[src/rtl/k2q_pkg.sv]
// ----------------------------------------------------------------------------
// k2q_pkg
// Shared types, codes and helpers for the k2-tree adjacency query block.
// ----------------------------------------------------------------------------
package k2q_pkg;

  localparam int TREE_DEPTH         = 65536;
  localparam int LEAF_DEPTH         = 131072;
  localparam int SUPERBLOCK_ENTRIES = 65536;
  localparam int MAX_HEIGHT         = 24;

  localparam int INT_AW  = $clog2(TREE_DEPTH);
  localparam int LEAF_AW = $clog2(LEAF_DEPTH);
  localparam int SB_AW   = $clog2(SUPERBLOCK_ENTRIES);

  // command codes
  localparam logic [2:0] CMD_QUERY    = 3'd0;
  localparam logic [2:0] CMD_INTERNAL = 3'd1;
  localparam logic [2:0] CMD_LEAF     = 3'd2;
  localparam logic [2:0] CMD_SUPER    = 3'd3;
  localparam logic [2:0] CMD_SUB      = 3'd4;

  // register indexes
  localparam logic [2:0] REG_BRANCHING = 3'd0;
  localparam logic [2:0] REG_HEIGHT    = 3'd1;
  localparam logic [2:0] REG_NODES     = 3'd2;
  localparam logic [2:0] REG_PADDED    = 3'd3;
  localparam logic [2:0] REG_INT_BITS  = 3'd4;
  localparam logic [2:0] REG_SB_WORDS  = 3'd5;

  typedef struct packed {
    logic [2:0]  cmd;
    logic [23:0] row_node;
    logic [23:0] col_node;
    logic [16:0] load_address;
    logic [31:0] load_data;
  } query_item_t;

  typedef struct packed {
    logic is_edge;
    logic out_of_range;
  } query_result_t;

  // population count in five folding steps
  function automatic logic [5:0] pop32(input logic [31:0] x);
    logic [31:0] a;
    a = (x & 32'h5555_5555) + ((x >> 1) & 32'h5555_5555);
    a = (a & 32'h3333_3333) + ((a >> 2) & 32'h3333_3333);
    a = (a & 32'h0F0F_0F0F) + ((a >> 4) & 32'h0F0F_0F0F);
    a = (a & 32'h00FF_00FF) + ((a >> 8) & 32'h00FF_00FF);
    a = (a & 32'h0000_FFFF) + ((a >> 16) & 32'h0000_FFFF);
    return a[5:0];
  endfunction

endpackage

[src/rtl/k2q_div.sv]
// ----------------------------------------------------------------------------
// k2q_div
// Restoring divider, one quotient bit per cycle.
// ----------------------------------------------------------------------------
module k2q_div import k2q_pkg::*; (
  input  logic        clk,
  input  logic        rst,
  input  logic        start,
  input  logic [31:0] dividend,
  input  logic [31:0] divisor,
  output logic        busy,
  output logic [31:0] quotient,
  output logic [31:0] remainder
);

  logic [31:0] quo;
  logic [31:0] rem;
  logic [31:0] dvs;
  logic [5:0]  cnt;
  logic [32:0] trial;

  // trial subtract of the shifted partial remainder
  assign trial = {rem, quo[31]} - {1'b0, dvs};

  always_ff @(posedge clk) begin
    if (rst) begin
      busy <= 1'b0;
      cnt  <= '0;
    end else if (start) begin
      busy <= 1'b1;
      cnt  <= '0;
      quo  <= dividend;
      rem  <= '0;
      dvs  <= divisor;
    end else if (busy) begin
      if (trial[32]) begin
        rem <= {rem[30:0], quo[31]};
        quo <= {quo[30:0], 1'b0};
      end else begin
        rem <= trial[31:0];
        quo <= {quo[30:0], 1'b1};
      end
      cnt <= cnt + 6'd1;
      if (cnt == 6'd31) busy <= 1'b0;
    end
  end

  assign quotient  = quo;
  assign remainder = rem;

  // a division runs exactly 32 steps
  assert property (@(posedge clk) disable iff (rst) busy |-> cnt <= 6'd31)
    else $error("divider step count overran");
  assert property (@(posedge clk) disable iff (rst) start |=> busy)
    else $error("divider did not start");
  // the last step ends the division unless a new start comes with it
  assert property (@(posedge clk) disable iff (rst) busy && cnt == 6'd31 && !start |=> !busy)
    else $error("divider did not finish");

endmodule

[config.mk]
export PLATFORM = sky130hd
export DESIGN_NAME = k2q_div
export DESIGN_NICKNAME = d
export VERILOG_FILES = /design/src/rtl/k2q_pkg.sv /design/src/rtl/k2q_div.sv
export SDC_FILE = /design/constraint.sdc
export NUM_CORES = 1
export LEC_CHECK = 0
export BUFFER_PORTS_ARGS = -buffer_cell sky130_fd_sc_hd__clkbuf_2
export CAP_MARGIN = 20
export CELL_PAD_IN_SITES_DETAIL_PLACEMENT = 0
export CELL_PAD_IN_SITES_GLOBAL_PLACEMENT = 1
export CORE_MARGIN = 2
export CORE_UTILIZATION = 35
export CTS_CLUSTER_DIAMETER = 80
export DETAILED_ROUTE_END_ITERATION = 10
export GPL_ROUTABILITY_DRIVEN = 0
export MAX_ROUTING_LAYER = met4
export PLACE_DENSITY = 0.74
export SLEW_MARGIN = 20
export SYNTH_ARGS = -nofsm -noshare
export SYNTH_HDL_FRONTEND = slang
export SYNTH_SLANG_ARGS = --single-unit
[constraint.sdc]
create_clock -name clk -period 8.4 [get_ports clk]
set_clock_uncertainty 0.15 [all_clocks]
set_input_delay 0.84 -clock clk [delete_from_list [all_inputs] [get_ports clk]]
set_output_delay 0.84 -clock clk [all_outputs]
set_load 0.02 [all_outputs]
After elaboration in Yosys (flattened, before gate mapping)
Index checks and enable logic that the tools add are counted.
{"block": "classes", "n_addsub": 2, "shift": 0, "n_mul": 0, "bitwise_logic": 1, "div": 0, "order_cmp": 0, "muxes": 8, "reduce_logical": 4, "eq_ne": 1}
{"op": "$mux 32", "count": 4}
{"op": "$sub 33x32->33", "count": 1}
{"op": "$add 6x1->6 const B", "count": 1}
{"op": "$eq 6x5->1 const B", "count": 1}
{"op": "$mux 1", "count": 4}
{"op": "$reduce_and 2->1", "count": 2}
{"op": "$reduce_bool 2->1", "count": 1}
{"op": "$reduce_or 2->1", "count": 1}
{"op": "$not 1->1", "count": 1}
{"block": "word_totals", "wordCells": 21, "mem_bits_ro": 0, "memories": 0, "ramBits": 0, "register_bits": 103, "latchBits": 0, "in_bits": 67}

Depth between registers and ports, before layout
{"block": "logic_depth", "word_depth": 4, "depth_mapped": 13, "depth_no_buf": 12}

Least setup slack after synthesis
No wires, ideal clock.
{"block": "synth_path", "path_kind": "input -> register", "start": "input port start", "end": "register quo[0], in the netlist quotient[0], enable pin", "slack_ns": 3.907, "setup_ns": 0.486, "stages": 3, "arrival_ns": 3.856, "path_cell_list": "clkbuf_1 nor2_1 nor2_1"}
{"block": "synth_between", "elab_chain_cells": 2}
{"item": "start, declared", "line": "k2q_div.sv:8", "rtl": "input logic start,"}
{"item": "$reduce_bool 2->1 (no source line)"}
{"item": "$reduce_and 2->1 (no source line)"}
{"item": "end signal, assigned", "line": "k2q_div.sv:32", "rtl": "quo <= dividend;"}
{"item": "end signal, assigned", "line": "k2q_div.sv:38", "rtl": "quo <= {quo[30:0], 1'b0};"}
{"item": "end signal, assigned", "line": "k2q_div.sv:41", "rtl": "quo <= {quo[30:0], 1'b1};"}
{"item": "end, declared", "line": "k2q_div.sv:16", "rtl": "logic [31:0] quo;"}
Every way passes these cells.
A chain may end at the register's enable or synchronous reset.

Final worst setup path
{"block": "layout_path", "start": "register rem[4], in the netlist remainder[4]", "end": "register rem[13], in the netlist remainder[13], data pin"}
{"block": "layout_between", "elab_chain_cells": 3}
{"item": "start, declared", "line": "k2q_div.sv:17", "rtl": "logic [31:0] rem;"}
{"item": "start signal, assigned", "line": "k2q_div.sv:37", "rtl": "rem <= {rem[30:0], quo[31]};"}
{"item": "start signal, assigned", "line": "k2q_div.sv:40", "rtl": "rem <= trial[31:0];"}
{"item": "$sub 33x32->33", "line": "k2q_div.sv:23", "rtl": "assign trial = {rem, quo[31]} - {1'b0, dvs};"}
{"item": "$mux 32", "line": "k2q_div.sv:36", "rtl": "if (trial[32]) begin"}
{"item": "$mux 32", "line": "k2q_div.sv:35", "rtl": "end else if (busy) begin"}
Every way passes these cells. The select of a mux whose other input is x is not followed.

==> results.yml <==
outcome:
  status: "completed"
sta:
  max_slew_margin_pct: 34.1
  worst_slew_pin_slew_ns: 0.986
  fin_crit_ns: 4.02
  setup_viol: 0
  setup_ws_ns: 4.38
  max_freq_ghz: 0.249
  rsz0062_at_grt: "no"
  fin_tns_setup_ns: 0
  slew_viol_final: 0
  hold_viol_final: 0
  min_period_over_period_pct: 47.8
global_route:
  grt_max_degree: 69
  grt_pass1_wl_um: 22500
  gr-total-overflow: 0
  grt_pass1_vias: 4572
  antenna_found_initial: 0
  grt_usage_pct: 16.1
final_layout:
  nNetsFinal: 744
  syn_to_final_growth_pct: 19.4
  antenna_cells: 0
  drive_gt1_share_pct: 30.6
setup_path:
  critical_path_class: "flip-flop to flip-flop"
  crit_fanout: 22
  crit_arrival_ns: 3.94
  crit_required_ns: 8.32
  crit_path_end_kind: "flip-flop"
  r2r_slack_ns: 4.38
  crit_path_start_kind: "flip-flop"
route:
  wl_met2_um: 6280
  dr.pass1.iters: 4
  wl_um: 13600
  viasPerCell: 5.05
  vias: 4380
  drt-met1-wl_um: 6240
  dr.max_layer_used: "met4"
  drt_iter0_markers: 217
  dr_wl_met3_um: 866
  postRouteAntennaNets: 0
  drc_errors: 0
  routedWlPerCell_um: 15.7
logic_synthesis:
  synth_top_area_cell: "edfxtp_1"
  asyncSetResetFlopFracSynth_pct: 0
  synth_fp_nets: 617
  syn_avg_cell_area_um2: 11.6
  yosys-top-cells-area: "edfxtp_1, ha_1, mux2_2"
  synth_cell_type_count: 60
  synth_most_common_cell: "edfxtp_1"
  yosysSeqAreaShare_pct: 50.6
  netlist_instances: 516
  synth_edf_count: 96
  ys_seq_elements: 103
  synth.cells.most_frequent: "edfxtp_1, nor2_1, a21oi_1"
  yosysTopAreaCellShare_pct: 48.3
  syn-cell-area_mm2: 0.00597
  synth_ff_type: "edfxtp_1"
  yosys_warnings: 0
clock_network:
  clk_pin_slew_worst_paths_ns: 0.07
  worstSkewPairLatency_ns: 0.35
  cts_made_buffers: 9
  cts_tree: "yes"
  htreeDepth: 3
  holdBufCountCts: 0
  cts_resized: 0
  clk_path_buf_depth: 2
  post-cts-setup-buffer-count: 0
  cts_sinks: 103
  cts-root-buf: "clkbuf_16"
floorplan:
  fp-row-count: 47
  die_w_um: 135
  dieArea_mm2: 0.0181
  die_height_um: 135
  ios: 132
  core_area_mm2: 0.0166
  initial_core_util_pct: 35.9
power:
  p_leak_nw: 3.04
  ir_drop_mv: 0.113
  power_density_mw_per_mm2: 209
placed_design:
  post-place-ws_ns: 4.35
  dp_hpwl_um: 10000
  numPortBuffers: 131
run:
  cap_violations: 0
min_path:
  min_path_type: "flip-flop to flip-flop"
-- layout make-up --
class	instances	area, um2
multi-input combinational	359	2730
clock buffer	10	239
tap	220	275
inverter	36	135
fill	1571	9510
clock inverter	6	50.0
sequential	103	3020
timing repair buffer	134	678
-- critical path, cell delays in order, from the launching register on --
cell and delay, ns:
edfxtp_1 0.41, ha_1 0.37, a21o_1 0.21, a211o_1 0.33
o21ai_4 0.19, o31ai_4 0.11, a2111oi_4 0.37, o21bai_2 0.15
o31ai_4 0.66, buf_4 0.47, mux2i_1 0.24, nor2_1 0.05
-- logic make-up (layout without fill, tap and decap cells) --
family | after synthesis | in the layout | share of synthesized area, %
buffers and inverters | 54 | 186 | 3.92
XOR/XNOR | 30 | 30 | 4.40
AND/OR/NAND/NOR | 120 | 120 | 9.51
multiplexers | 57 | 57 | 10.2
adder cells (fa/ha/maj) | 34 | 34 | 7.25
flip-flops | 103 | 103 | 50.6
AO/OA/AOI/OAI | 118 | 118 | 14.1
-- cell usage in the layout, fill, tap and decap left out, types with 3 or more instances in the layout --
master     instances
a21oi_1           39
xnor2_1           18
o21a_1            10
nor3_1             6
o31a_1             3
mux2_2            31
buf_4              3
a211o_1            3
inv_1             36
edfxtp_1          96
nand2b_1           3
o21ai_1            5
mux2i_1           26
or3_1              3
a21o_1             9
xor2_1            12
nand2_1           26
clkbuf_2         131
o21bai_1           3
or2_2              8
ha_1              33
nand3b_1           3
o21ai_0           11
o211ai_1           8
clkbuf_16          9
nand4_1            5
nor2_1            46
nand3_1            6
dfxtp_1            7
and3_1             3
-- power breakdown --
part	total, mW	internal [mW]	switching (mW)
sequential	0.641	0.615	0.0259
clock	0.409	0.214	0.196
combinational	0.441	0.186	0.255
total	1.49	1.02	0.477
-- routing by layer --
layer  track usage (%)  up-vias
met3              4.35       14
met4              4.44        0
met5                 -        -
li1                  -     2167
met2              25.4      139
met1              20.4     2060
-- sequential cells by signal, summed over array words and instances, names as in the netlist --
| register | cells |
|---|---|
| dvs | 32 |
| quotient | 32 |
| remainder | 32 |
| cnt | 6 |
| busy | 1 |
-- final timing paths --
kind,end,cells after the start,from
max,remainder[13],11,remainder[4]
min,cnt[1],2,cnt[1]
max reg2reg,remainder[13],11,remainder[4]
min reg2reg,cnt[1],2,cnt[1]
-- stage by stage --
stage | instance area [um2] | hold slack, ns | util [%] | std cells | power [mW]
after CTS | 7130 | 0.399 | 42.8 | 868 | 1.51
after detailed placement | 6840 | 0.373 | 41.1 | 852 | 1.10
after global routing | 7130 | 0.423 | 42.8 | 868 | 1.58
after global placement | 6840 | 0.318 | 41.1 | 852 | 1.09
final | 7130 | 0.394 | 42.8 | 868 | 1.49
after floorplan | 5970 | 0.309 | - | 516 | 0.991
(Power assumes the default switching activity.)
